===== config.mk =====
export PLATFORM = sky130hd
export DESIGN_NAME = window_gradient_direction_pick
export DESIGN_NICKNAME = d
export VERILOG_FILES = /design/src/rtl/wgdp_pkg.sv /design/src/rtl/window_gradient_direction_pick.sv /design/src/rtl/wgdp_key_unit.sv
export SDC_FILE = /design/constraint.sdc
export NUM_CORES = 1
export LEC_CHECK = 0
export CAP_MARGIN = 40
export CELL_PAD_IN_SITES_DETAIL_PLACEMENT = 2
export CELL_PAD_IN_SITES_GLOBAL_PLACEMENT = 2
export CORE_MARGIN = 2
export CORE_UTILIZATION = 35
export DETAILED_ROUTE_END_ITERATION = 16
export DONT_BUFFER_PORTS = 1
export HOLD_SLACK_MARGIN = 0.12
export PLACE_DENSITY_LB_ADDON = 0.1
export SYNTH_ARGS = -nofsm -noshare
export SYNTH_HDL_FRONTEND = slang
export SYNTH_SLANG_ARGS = --single-unit

===== constraint.sdc =====
create_clock -name clock -period 6.9 [get_ports clock]
set_input_delay 1.035 -clock clock [delete_from_list [all_inputs] [get_ports clock]]
set_output_delay 1.035 -clock clock [all_outputs]
set_load 0.05 [all_outputs]

===== src/rtl/wgdp_pkg.sv =====
// Package for the window gradient direction picker: beat types and helper functions.
`default_nettype none

package wgdp_pkg;

   localparam int CellWidth  = 8;
   localparam int RowWidth   = 5 * CellWidth;
   localparam int KeyWidth   = 2 * CellWidth;
   localparam int NumKeys    = 8;
   localparam int KeyIdxWidth = 3;
   localparam int DirWidth   = 3;

   localparam logic [CellWidth-1:0] CellMin = 8'd0;
   localparam logic [CellWidth-1:0] CellMax = 8'd255;
   localparam logic [CellWidth-1:0] HiFloor = 8'd1;

   typedef logic [CellWidth-1:0]   cell_type;
   typedef logic [KeyWidth-1:0]    key_type;
   typedef logic [KeyIdxWidth-1:0] key_idx_type;

   typedef struct packed {
      logic [RowWidth-1:0] window_row_0;
      logic [RowWidth-1:0] window_row_1;
      logic [RowWidth-1:0] window_row_2;
      logic [RowWidth-1:0] window_row_3;
      logic [RowWidth-1:0] window_row_4;
      logic                mode;
   } req_type;

   typedef struct packed {
      logic                found;
      logic [DirWidth-1:0] direction;
   } rsp_type;

   function automatic cell_type cell_max(input cell_type a, input cell_type b);
      return (a > b) ? a : b;
   endfunction

   // Diagonal keys 0..3 go to even codes, orthogonal keys 4..7 to odd codes.
   function automatic logic [DirWidth-1:0] key_to_dir(input key_idx_type idx);
      logic [DirWidth-1:0] dir;
      dir = {idx[1:0], idx[2]};
      return dir;
   endfunction

endpackage : wgdp_pkg

`default_nettype wire


===== src/rtl/window_gradient_direction_pick.sv =====
// Top level of the window gradient direction picker: three-stage pipeline.
`default_nettype none

//  Channel | Ports                              | Direction | Content
//  --------+------------------------------------+-----------+------------------------------
//  request | req_valid, req_stall, req_payload  | in        | 5x5 window rows and mode bit
//  result  | rsp_valid, rsp_stall, rsp_payload  | out       | found flag and direction code
//
//  One beat enters per cycle while req_stall is low.
//  Stage 1 forms the eight 16-bit keys, stage 2 checks acceptance and runs the first
//  round of the max tournament, stage 3 finishes the tournament into the output register.
//  Each stage holds its own valid bit and advances when the stage after it is empty or
//  moving, so bubbles close up under a result stall and nothing is lost or repeated.
//  Synchronous reset clears the valid bits only.

module window_gradient_direction_pick (
   input  wire                   clock,
   input  wire                   reset,
   input  wire                   req_valid,
   output logic                  req_stall,
   input  wire wgdp_pkg::req_type req_payload,
   output logic                  rsp_valid,
   input  wire                   rsp_stall,
   output wgdp_pkg::rsp_type     rsp_payload
);
   import wgdp_pkg::*;

   // Window cells, indexed [row][col].
   cell_type [4:0][4:0] win_cell;

   cell_type [NumKeys-1:0]       nb;
   cell_type [NumKeys-1:0][4:0]  outer;
   key_type  [NumKeys-1:0]       key_in;

   // Stage 1 registers
   logic                   s1_valid_ff;
   key_type [NumKeys-1:0]  s1_key_ff;
   cell_type               s1_centre_ff;
   logic                   s1_mode_ff;

   // Stage 2 registers
   logic                   s2_valid_ff;
   logic                   s2_good_ff;
   key_type [3:0]          s2_key_ff;
   key_idx_type [3:0]      s2_idx_ff;

   // Stage 3 (output) registers
   logic                   rsp_valid_ff;
   rsp_type                rsp_payload_ff;

   logic adv1;
   logic adv2;
   logic adv3;

   key_type     centre_key;
   logic        good_in;
   key_type     [3:0] r1_key_in;
   key_idx_type [3:0] r1_idx_in;
   key_type     [1:0] r2_key;
   key_idx_type [1:0] r2_idx;
   key_idx_type       win_idx;
   rsp_type           rsp_payload_in;

   // Unpack the rows into cells; column c sits at bits 8c+7..8c.
   always_comb begin
      for (int c = 0; c < 5; c++) begin
         win_cell[0][c] = req_payload.window_row_0[c*CellWidth +: CellWidth];
         win_cell[1][c] = req_payload.window_row_1[c*CellWidth +: CellWidth];
         win_cell[2][c] = req_payload.window_row_2[c*CellWidth +: CellWidth];
         win_cell[3][c] = req_payload.window_row_3[c*CellWidth +: CellWidth];
         win_cell[4][c] = req_payload.window_row_4[c*CellWidth +: CellWidth];
      end
   end

   // Neighbours and the outer cells behind them. Orthogonal keys have three outer
   // cells; repeat the last one to fill the five-wide input, which leaves the max alone.
   always_comb begin
      nb[0] = win_cell[1][1];
      outer[0] = {win_cell[0][2], win_cell[0][1], win_cell[0][0], win_cell[1][0],
                  win_cell[2][0]};
      nb[1] = win_cell[1][3];
      outer[1] = {win_cell[2][4], win_cell[1][4], win_cell[0][4], win_cell[0][3],
                  win_cell[0][2]};
      nb[2] = win_cell[3][3];
      outer[2] = {win_cell[4][2], win_cell[4][3], win_cell[4][4], win_cell[3][4],
                  win_cell[2][4]};
      nb[3] = win_cell[3][1];
      outer[3] = {win_cell[2][0], win_cell[3][0], win_cell[4][0], win_cell[4][1],
                  win_cell[4][2]};
      nb[4] = win_cell[1][2];
      outer[4] = {win_cell[0][3], win_cell[0][3], win_cell[0][3], win_cell[0][2],
                  win_cell[0][1]};
      nb[5] = win_cell[2][3];
      outer[5] = {win_cell[3][4], win_cell[3][4], win_cell[3][4], win_cell[2][4],
                  win_cell[1][4]};
      nb[6] = win_cell[3][2];
      outer[6] = {win_cell[4][3], win_cell[4][3], win_cell[4][3], win_cell[4][2],
                  win_cell[4][1]};
      nb[7] = win_cell[2][1];
      outer[7] = {win_cell[3][0], win_cell[3][0], win_cell[3][0], win_cell[2][0],
                  win_cell[1][0]};
   end

   for (genvar g = 0; g < NumKeys; g++) begin : g_key
      wgdp_key_unit u_key (
         .nb    (nb[g]),
         .outer (outer[g]),
         .key   (key_in[g])
      );
   end

   // Handshake: a stage advances when the stage after it is empty or moving.
   assign adv3      = !rsp_valid_ff || !rsp_stall;
   assign adv2      = !s2_valid_ff || adv3;
   assign adv1      = !s1_valid_ff || adv2;
   assign req_stall = !adv1;

   // Stage 1: capture keys, centre and mode.
   always_ff @(posedge clock) begin
      if (reset) begin
         s1_valid_ff <= 1'b0;
      end else if (adv1) begin
         s1_valid_ff <= req_valid;
      end
   end

   always_ff @(posedge clock) begin
      if (adv1) begin
         s1_key_ff    <= key_in;
         s1_centre_ff <= win_cell[2][2];
         s1_mode_ff   <= req_payload.mode;
      end
   end

   // Stage 2: acceptance test over all keys, first tournament round.
   // Later key wins a tie, so the right side of each pair takes equality.
   always_comb begin
      centre_key = {s1_centre_ff, s1_centre_ff};
      good_in    = 1'b0;
      for (int d = 0; d < NumKeys; d++) begin
         if (s1_mode_ff) begin
            if (s1_key_ff[d] > centre_key) good_in = 1'b1;
         end else begin
            if (s1_key_ff[d] != '0 && s1_key_ff[d] != centre_key) good_in = 1'b1;
         end
      end
      for (int p = 0; p < 4; p++) begin
         if (s1_key_ff[2*p] <= s1_key_ff[2*p+1]) begin
            r1_key_in[p] = s1_key_ff[2*p+1];
            r1_idx_in[p] = KeyIdxWidth'(2*p+1);
         end else begin
            r1_key_in[p] = s1_key_ff[2*p];
            r1_idx_in[p] = KeyIdxWidth'(2*p);
         end
      end
   end

   always_ff @(posedge clock) begin
      if (reset) begin
         s2_valid_ff <= 1'b0;
      end else if (adv2) begin
         s2_valid_ff <= s1_valid_ff;
      end
   end

   always_ff @(posedge clock) begin
      if (adv2) begin
         s2_good_ff <= good_in;
         s2_key_ff  <= r1_key_in;
         s2_idx_ff  <= r1_idx_in;
      end
   end

   // Stage 3: finish the tournament, map to a direction code, drop it when not found.
   always_comb begin
      for (int p = 0; p < 2; p++) begin
         if (s2_key_ff[2*p] <= s2_key_ff[2*p+1]) begin
            r2_key[p] = s2_key_ff[2*p+1];
            r2_idx[p] = s2_idx_ff[2*p+1];
         end else begin
            r2_key[p] = s2_key_ff[2*p];
            r2_idx[p] = s2_idx_ff[2*p];
         end
      end
      win_idx = (r2_key[0] <= r2_key[1]) ? r2_idx[1] : r2_idx[0];
      rsp_payload_in.found     = s2_good_ff;
      rsp_payload_in.direction = s2_good_ff ? key_to_dir(win_idx) : '0;
   end

   always_ff @(posedge clock) begin
      if (reset) begin
         rsp_valid_ff <= 1'b0;
      end else if (adv3) begin
         rsp_valid_ff <= s2_valid_ff;
      end
   end

   always_ff @(posedge clock) begin
      if (adv3) begin
         rsp_payload_ff <= rsp_payload_in;
      end
   end

   assign rsp_valid   = rsp_valid_ff;
   assign rsp_payload = rsp_payload_ff;

endmodule : window_gradient_direction_pick

`default_nettype wire


===== src/rtl/wgdp_key_unit.sv =====
// Key for neighbour nb: {max(outer cells, 1), nb}, or {nb, nb} if nb is 0 or 255.
`default_nettype none

module wgdp_key_unit (
   input  wire wgdp_pkg::cell_type       nb,
   input  wire wgdp_pkg::cell_type [4:0] outer,
   output wgdp_pkg::key_type             key
);
   import wgdp_pkg::*;

   cell_type m01;
   cell_type m23;
   cell_type m4;
   cell_type m0123;
   cell_type hi;

   always_comb begin
      m01   = cell_max(outer[0], outer[1]);
      m23   = cell_max(outer[2], outer[3]);
      m4    = cell_max(outer[4], HiFloor);
      m0123 = cell_max(m01, m23);
      if (nb != CellMin && nb != CellMax) begin
         hi = cell_max(m0123, m4);
      end else begin
         hi = nb;
      end
      key = {hi, nb};
   end

endmodule : wgdp_key_unit

`default_nettype wire

-- After elaboration in Yosys (flattened, before gate mapping)
Cells that the tools add are included.
- equality and inequality tests: 16
- mux-type cells: 81
- $lt $le $gt $ge: 51
- reductions and logical operators: 40
- operator list (operator ; count):
    $mux W8 ; 44
    $gt A8 B8 Y1 ; 28
    $gt A16 B16 Y1 ; 8
    $ne A16 B16 Y1 ; 8
    $reduce_bool A16 Y1 ; 8
    $le A16 B16 Y1 ; 7
    $mux W16 ; 6
    $gt A8 B1 Y1 const B ; 8
    $ne A8 B8 Y1 const B ; 8
    $reduce_bool A8 Y1 ; 8
    $mux W1 ; 28
    $logic_and A1 B1 Y1 ; 16
    $mux W3 ; 3
    $logic_not A1 Y1 ; 5
    $logic_or A1 B1 Y1 ; 3
- word-level logic and storage cells: 212
- register bits: 221
- input bits: 205
- output and inout bits: 6

-- Logic depth before layout (Yosys ltp)
- depth in word-level cells: 18
- mapped depth: 26
- depth with buffers taken out: 24

-- Cells and area by module
A second synthesis with hierarchy kept.
- cells, all modules: 2428
- area, all modules: 24402.2 um^2
- by module, submodules not included (module ; seq. area each (um^2) ; cells an instance ; area an instance (um^2) ; times used):
    window_gradient_direction_pick ; 6366.1 ; 1092 ; 13661.9 ; 1
    wgdp_key_unit ; 0.0 ; 167 ; 1342.5 ; 8

-- Least setup slack after synthesis
OpenSTA, ideal clock, no wires.
- path type: input to output
- start: input port rsp_stall
- end: output port req_stall
- cell stages on the path: 3
- slack: 570 ps
- data arrival time: 5295 ps
- path through: and3_1 -> nand2_1 -> inv_1
- cells in the longest elaborated chain, start to end: 5
- ends and longest elaborated chain (item ; line ; RTL):
    start, declared ; window_gradient_direction_pick.sv:23 ; input wire rsp_stall,
    $logic_not A1 Y1 ; window_gradient_direction_pick.sv:113 ; assign adv3 = !rsp_valid_ff || !rsp_stall;
    $logic_or A1 B1 Y1 ; window_gradient_direction_pick.sv:113 ;
    $logic_or A1 B1 Y1 ; window_gradient_direction_pick.sv:114 ; assign adv2 = !s2_valid_ff || adv3;
    $logic_or A1 B1 Y1 ; window_gradient_direction_pick.sv:115 ; assign adv1 = !s1_valid_ff || adv2;
    $logic_not A1 Y1 ; window_gradient_direction_pick.sv:116 ; assign req_stall = !adv1;
    end, declared ; window_gradient_direction_pick.sv:20 ; output logic req_stall,
Every way passes these cells.

-- Worst setup path in the final report
- start: input port req_payload[178] in the netlist's numbering
- end: register s1_key_ff[78] in the netlist's numbering (data pin)
- cells in the longest elaborated chain, start to end: 7
- ends and longest elaborated chain (item ; line ; RTL):
    start, declared ; window_gradient_direction_pick.sv:21 ; input wire wgdp_pkg::req_type req_payload,
    $gt A8 B8 Y1 ; wgdp_pkg.sv:36 ; return (a > b) ? a : b;
    $mux W8 * ; wgdp_pkg.sv:36 ;
    $gt A8 B8 Y1 ; wgdp_pkg.sv:36 ;
    $mux W8 * ; wgdp_pkg.sv:36 ;
    $gt A8 B8 Y1 ; wgdp_pkg.sv:36 ;
    $mux W8 * ; wgdp_pkg.sv:36 ;
    $mux W8 * ; wgdp_key_unit.sv:22 ; if (nb != CellMin && nb != CellMax) begin
    via g_key[4].u_key.hi[6] ; wgdp_key_unit.sv:15 ; cell_type hi;
    end signal, assigned ; window_gradient_direction_pick.sv:129 ; s1_key_ff <= key_in;
    end, declared ; window_gradient_direction_pick.sv:37 ; key_type [NumKeys-1:0] s1_key_ff;
Mark *: on every way through the listed nets, which the timed path passes. The rest lies on a longest branch.
A chain may end at the register's enable or synchronous reset.

==> key figures <==
Power and ir drop
  – Leak pwr: 11.3 nW
  – Sw Ratio: about 40%
  – Combinational power share: roughly 49%
  – Share of total power in sequential cells: 30.8%
  – Pwr/cell area: 319 nW/um^2
  – Pint: 4.58 mW
  – VDD IR-drop max: around 210 uV
  – Psw: between 3 and 4 mW
  – Clock power frac: 20.1%

Finish
  – Register Area: between 6000 and 7000 um^2
  – NumNets Final: slightly below 3000
  – Fillers: roughly 6700
  – Layout cells sized above 1: around a tenth
  – Multi-input gate area: approximately 14000 um^2
  – P&R area growth vs syn: 10.0%
  – Final std cells w/o fill: 3135

STA
  – Setup TNS: 0 ns
  – Endpoints failing setup: 0
  – Fin crit share: 86.8%
  – Setup Skew: about 0.035 ns
  – Min Hold Slack: 0.475 ns
  – Final Slew Violations: 0
  – Rel. slew slack: a little over a third
  – Measured slew at the worst slew-check pin: approximately 0.94 ns
  – Fmax: 167 MHz
  – RSZ-0062 raised after global routing: false
  – Final Hold Fails: 0
  – Tmin final: 5.99 ns

Placement
  – GPL Wtd Cong: between 0.8 and 0.9
  – Dpl hpwl: a little under 70000 um
  – Placed Cells: about 3100
  – Number of port buffers: 0

Clocking
  – CTS buffer count: 28
  – Clock sink total: roughly 210
  – Hold buffers post-CTS: 0
  – Post-CTS Setup Bufs: 0
  – Worst-path clk slew: ~0.060 ns
  – Htree depth: 1
  – Post-CTS Resized: 0
  – CTS tree: built
  – Root Buffer: clkbuf_16
  – Max Buffers Root-to-Sink: 3
  – Worst-skew pair later-pin latency: between 0.5 and 0.6 ns

Yosys
  – Post-synth EDFFs: 210
  – Seq/Total Area, Yosys: between 20% and 30%
  – Post-synth ARST share: 0%
  – Mapped cell area: roughly 22000 um^2
  – Distinct cells, synth: 70
  – Dominant synthesized flop cell: edfxtp_1
  – FF+latch count, synth: roughly 210
  – Syn_area_per_cell: between 9 and 10 um^2
  – Cells after synthesis: around 2200
  – Syn nets: a little under 3000
  – Yosys warns: 0

Die
  – Die Height: 254 um
  – Die Area: roughly 64000 um^2
  – Starting density of the core: between 30 and 40%
  – Die Width: between 200 and 300 um
  – # rows: just over 90
  – Total core area: just over 60000 um^2
  – I/O pins: roughly 210

Global routing
  – Met1 Track Usage GR: between 30% and 40%
  – Overall routing resource usage: approximately a quarter
  – Initial antenna violation count: 3
  – Vias in the first global route: 20387
  – Largest net degree at the start of global routing: 70
  – Met2 Usage GRT: between 40% and 50%
  – First-pass GRT wire length: 125000 um
  – Overflow after GRT: 0
  – GRT busiest layer: met2
  – Met3 usage: under 10%

Job
  – Max Cap Viol: 0

Routing
  – Post-route DRC: 0
  – Starting DRT DRC Count: around 830
  – WL final: 83000 um
  – WL/cell: between 20 and 30 um
  – Router iterations before antenna repair: 4
  – DR vias/cell: about 5.8
  – Via count: 18289
  – Final ANT Viol Nets: 0

Critical path
  – Worst Path Required: ~7.3 ns
  – Crit Path Category: in2reg
  – Crit path DAT: 6.43 ns
  – CP Launch Point: req_payload[178]
  – Reg2reg end: rsp_payload[2]$_SDFFCE_PN0P_
  – Crit path to: s1_key_ff[78]$_DFFE_PN_
  – Worst reg2reg path depth: 13
  – Setup crit end kind: register
  – Reg-to-reg critical path startpoint: s2_key_ff[9]$_DFFE_PP_
  – Crit-path max FO: 9
  – Startpoint Class: primary input
  – R2R setup slack: around 2.4 ns

Outcome
  – Run status: complete, no violations

Worst hold path
  – Worst Hold Class: reg2reg
==> power by group through the flow <==
stage / logic, mW / clock network (mW) / registers, mW
2_1_floorplan: 2.78 / 0 / 2.12
3_3_place_gp: 3.43 / 0 / 2.38
3_5_place_dp: 3.73 / 0 / 2.38
4_1_cts: 3.77 / 1.58 / 2.36
5_1_grt: 4.20 / 1.63 / 2.39
6_report: 3.75 / 1.54 / 2.36
==> flip-flops by register name (all words and copies together), names as in the netlist <==
register / count
s1_key_ff: 128
s2_key_ff: 64
s1_centre_ff: 8
rsp_payload: 4
s2_idx_ff: 4
rsp_valid: 1
s1_mode_ff: 1
s1_valid_ff: 1
s2_good_ff: 1
s2_valid_ff: 1
==> cells in the mapped netlist, types with 7 or more instances <==
cell        n  share of area, %
o221ai_1    8              0.32
nand4_1   120               3.4
a21oi_1   160               3.7
nor4_1     56               1.6
nor3_1     30              0.69
or2_2       7              0.20
nand2_1    69               1.2
o31ai_1    12              0.41
a211oi_1   10              0.34
clkbuf_1    9              0.15
nand3_1    31              0.71
nand2b_1   14              0.40
mux2_2     94               4.8
mux2_4     24               1.6
ha_1      448                26
o21ai_0    88               2.0
a211o_1    13              0.52
edfxtp_1  210                29
a21o_1     70               2.4
o21a_1     10              0.34
a221o_1    21              0.96
o211ai_1   20              0.69
mux2i_1    98               4.5
o22ai_1    13              0.37
nor2_1     92               1.6
o21ai_1    21              0.48
inv_1     322               5.5
a31oi_1    21              0.60
nor2b_1    47               1.3
==> worst max-delay path, stage by stage <==
cell and delay, ns:
inv_1 0.05, ha_1 0.30, nor2b_1 0.14, o21a_1 0.11, o21ai_0 0.09, a211oi_2 0.49, or2_2 0.31, o21ai_1 0.16
ha_1 0.34, nor2b_1 0.13, o21ai_0 0.09, nand2b_1 0.09, a21oi_1 0.09, o22ai_1 0.50, buf_4 0.27, mux2_2 0.34
ha_1 0.31, nor2b_1 0.13, o21ai_0 0.16, nand2b_1 0.08, a21oi_1 0.23, o22ai_1 0.16, a21oi_1 0.56, a221o_1 0.27
==> layer usage <==
metal	up-vias	wire length [um]	share of wire (%)
met4	2	2170	2.6
li1	8615	-	-
met2	263	41200	50
met5	-	13	0.016
met3	96	2920	3.5
met1	9313	36800	44
==> cells in the final DEF (no fill, tap or decap), types with 5 or more instances in the layout <==
cell type / instances
a2111oi_0: 5
a211o_1: 13
a211oi_1: 10
a21o_1: 70
a21oi_1: 160
a21oi_2: 6
a221o_1: 21
a31oi_1: 21
buf_4: 17
bufinv_16: 5
clkbuf_16: 29
clkinv_1: 5
edfxtp_1: 210
ha_1: 448
inv_1: 321
mux2_2: 94
mux2_4: 24
mux2i_1: 98
nand2_1: 68
nand2b_1: 14
nand3_1: 31
nand4_1: 120
nor2_1: 92
nor2b_1: 47
nor3_1: 30
nor4_1: 56
o211ai_1: 20
o21a_1: 10
o21ai_0: 88
o21ai_1: 21
o221ai_1: 8
o22ai_1: 13
o31a_1: 6
o31ai_1: 12
o41ai_1: 6
or2_2: 7
==> per-stage QoR <==
step | utilization [%] | worst slack [ns] | total power [mW] | area [um^2]
2_1_floorplan | - | 0.570 | 4.90 | 21800
3_3_place_gp | 37.1 | 0.492 | 5.81 | 22900
3_5_place_dp | 37.3 | 0.294 | 6.11 | 23000
4_1_cts | 38.9 | 0.892 | 7.71 | 24000
5_1_grt | 38.9 | 0.476 | 8.22 | 24000
6_report | 38.9 | 0.910 | 7.65 | 24000
==> cell type report <==
cell class                      instances  share of cell area, %
Antenna cell                            1                 0.0104
Clock buffer                           31                   3.05
Clock inverter                         19                  0.958
Inverter                              322                   5.03
Multi-Input combinational cell       1684                   58.9
Sequential cell                       213                   26.5
Tap cell                              837                   4.36
Timing Repair Buffer                   28                   1.24
==> cell families after synthesis <==
logic type      share of synthesized area (%)
compound gates                           16.1
fa+ha+maj                                25.7
buf+inv                                  6.15
flops                                    29.1
simple gates                             11.9
mux                                      11.0
==> how the worst min path moves through the flow <==
stage                             start  cells past startpoint                        to
3_3_place_gp   s2_valid_ff$_SDFFE_PP0P_                      2    rsp_valid$_SDFFE_PP0P_
4_1_cts        s2_valid_ff$_SDFFE_PP0P_                      2    rsp_valid$_SDFFE_PP0P_
2_1_floorplan  s2_valid_ff$_SDFFE_PP0P_                      2    rsp_valid$_SDFFE_PP0P_
5_1_grt                           reset                      1  s1_valid_ff$_SDFFE_PP0N_
3_5_place_dp   s2_valid_ff$_SDFFE_PP0P_                      2    rsp_valid$_SDFFE_PP0P_
6_report       s2_valid_ff$_SDFFE_PP0P_                      2    rsp_valid$_SDFFE_PP0P_
Note: power is estimated with default switching activity, not from simulation.
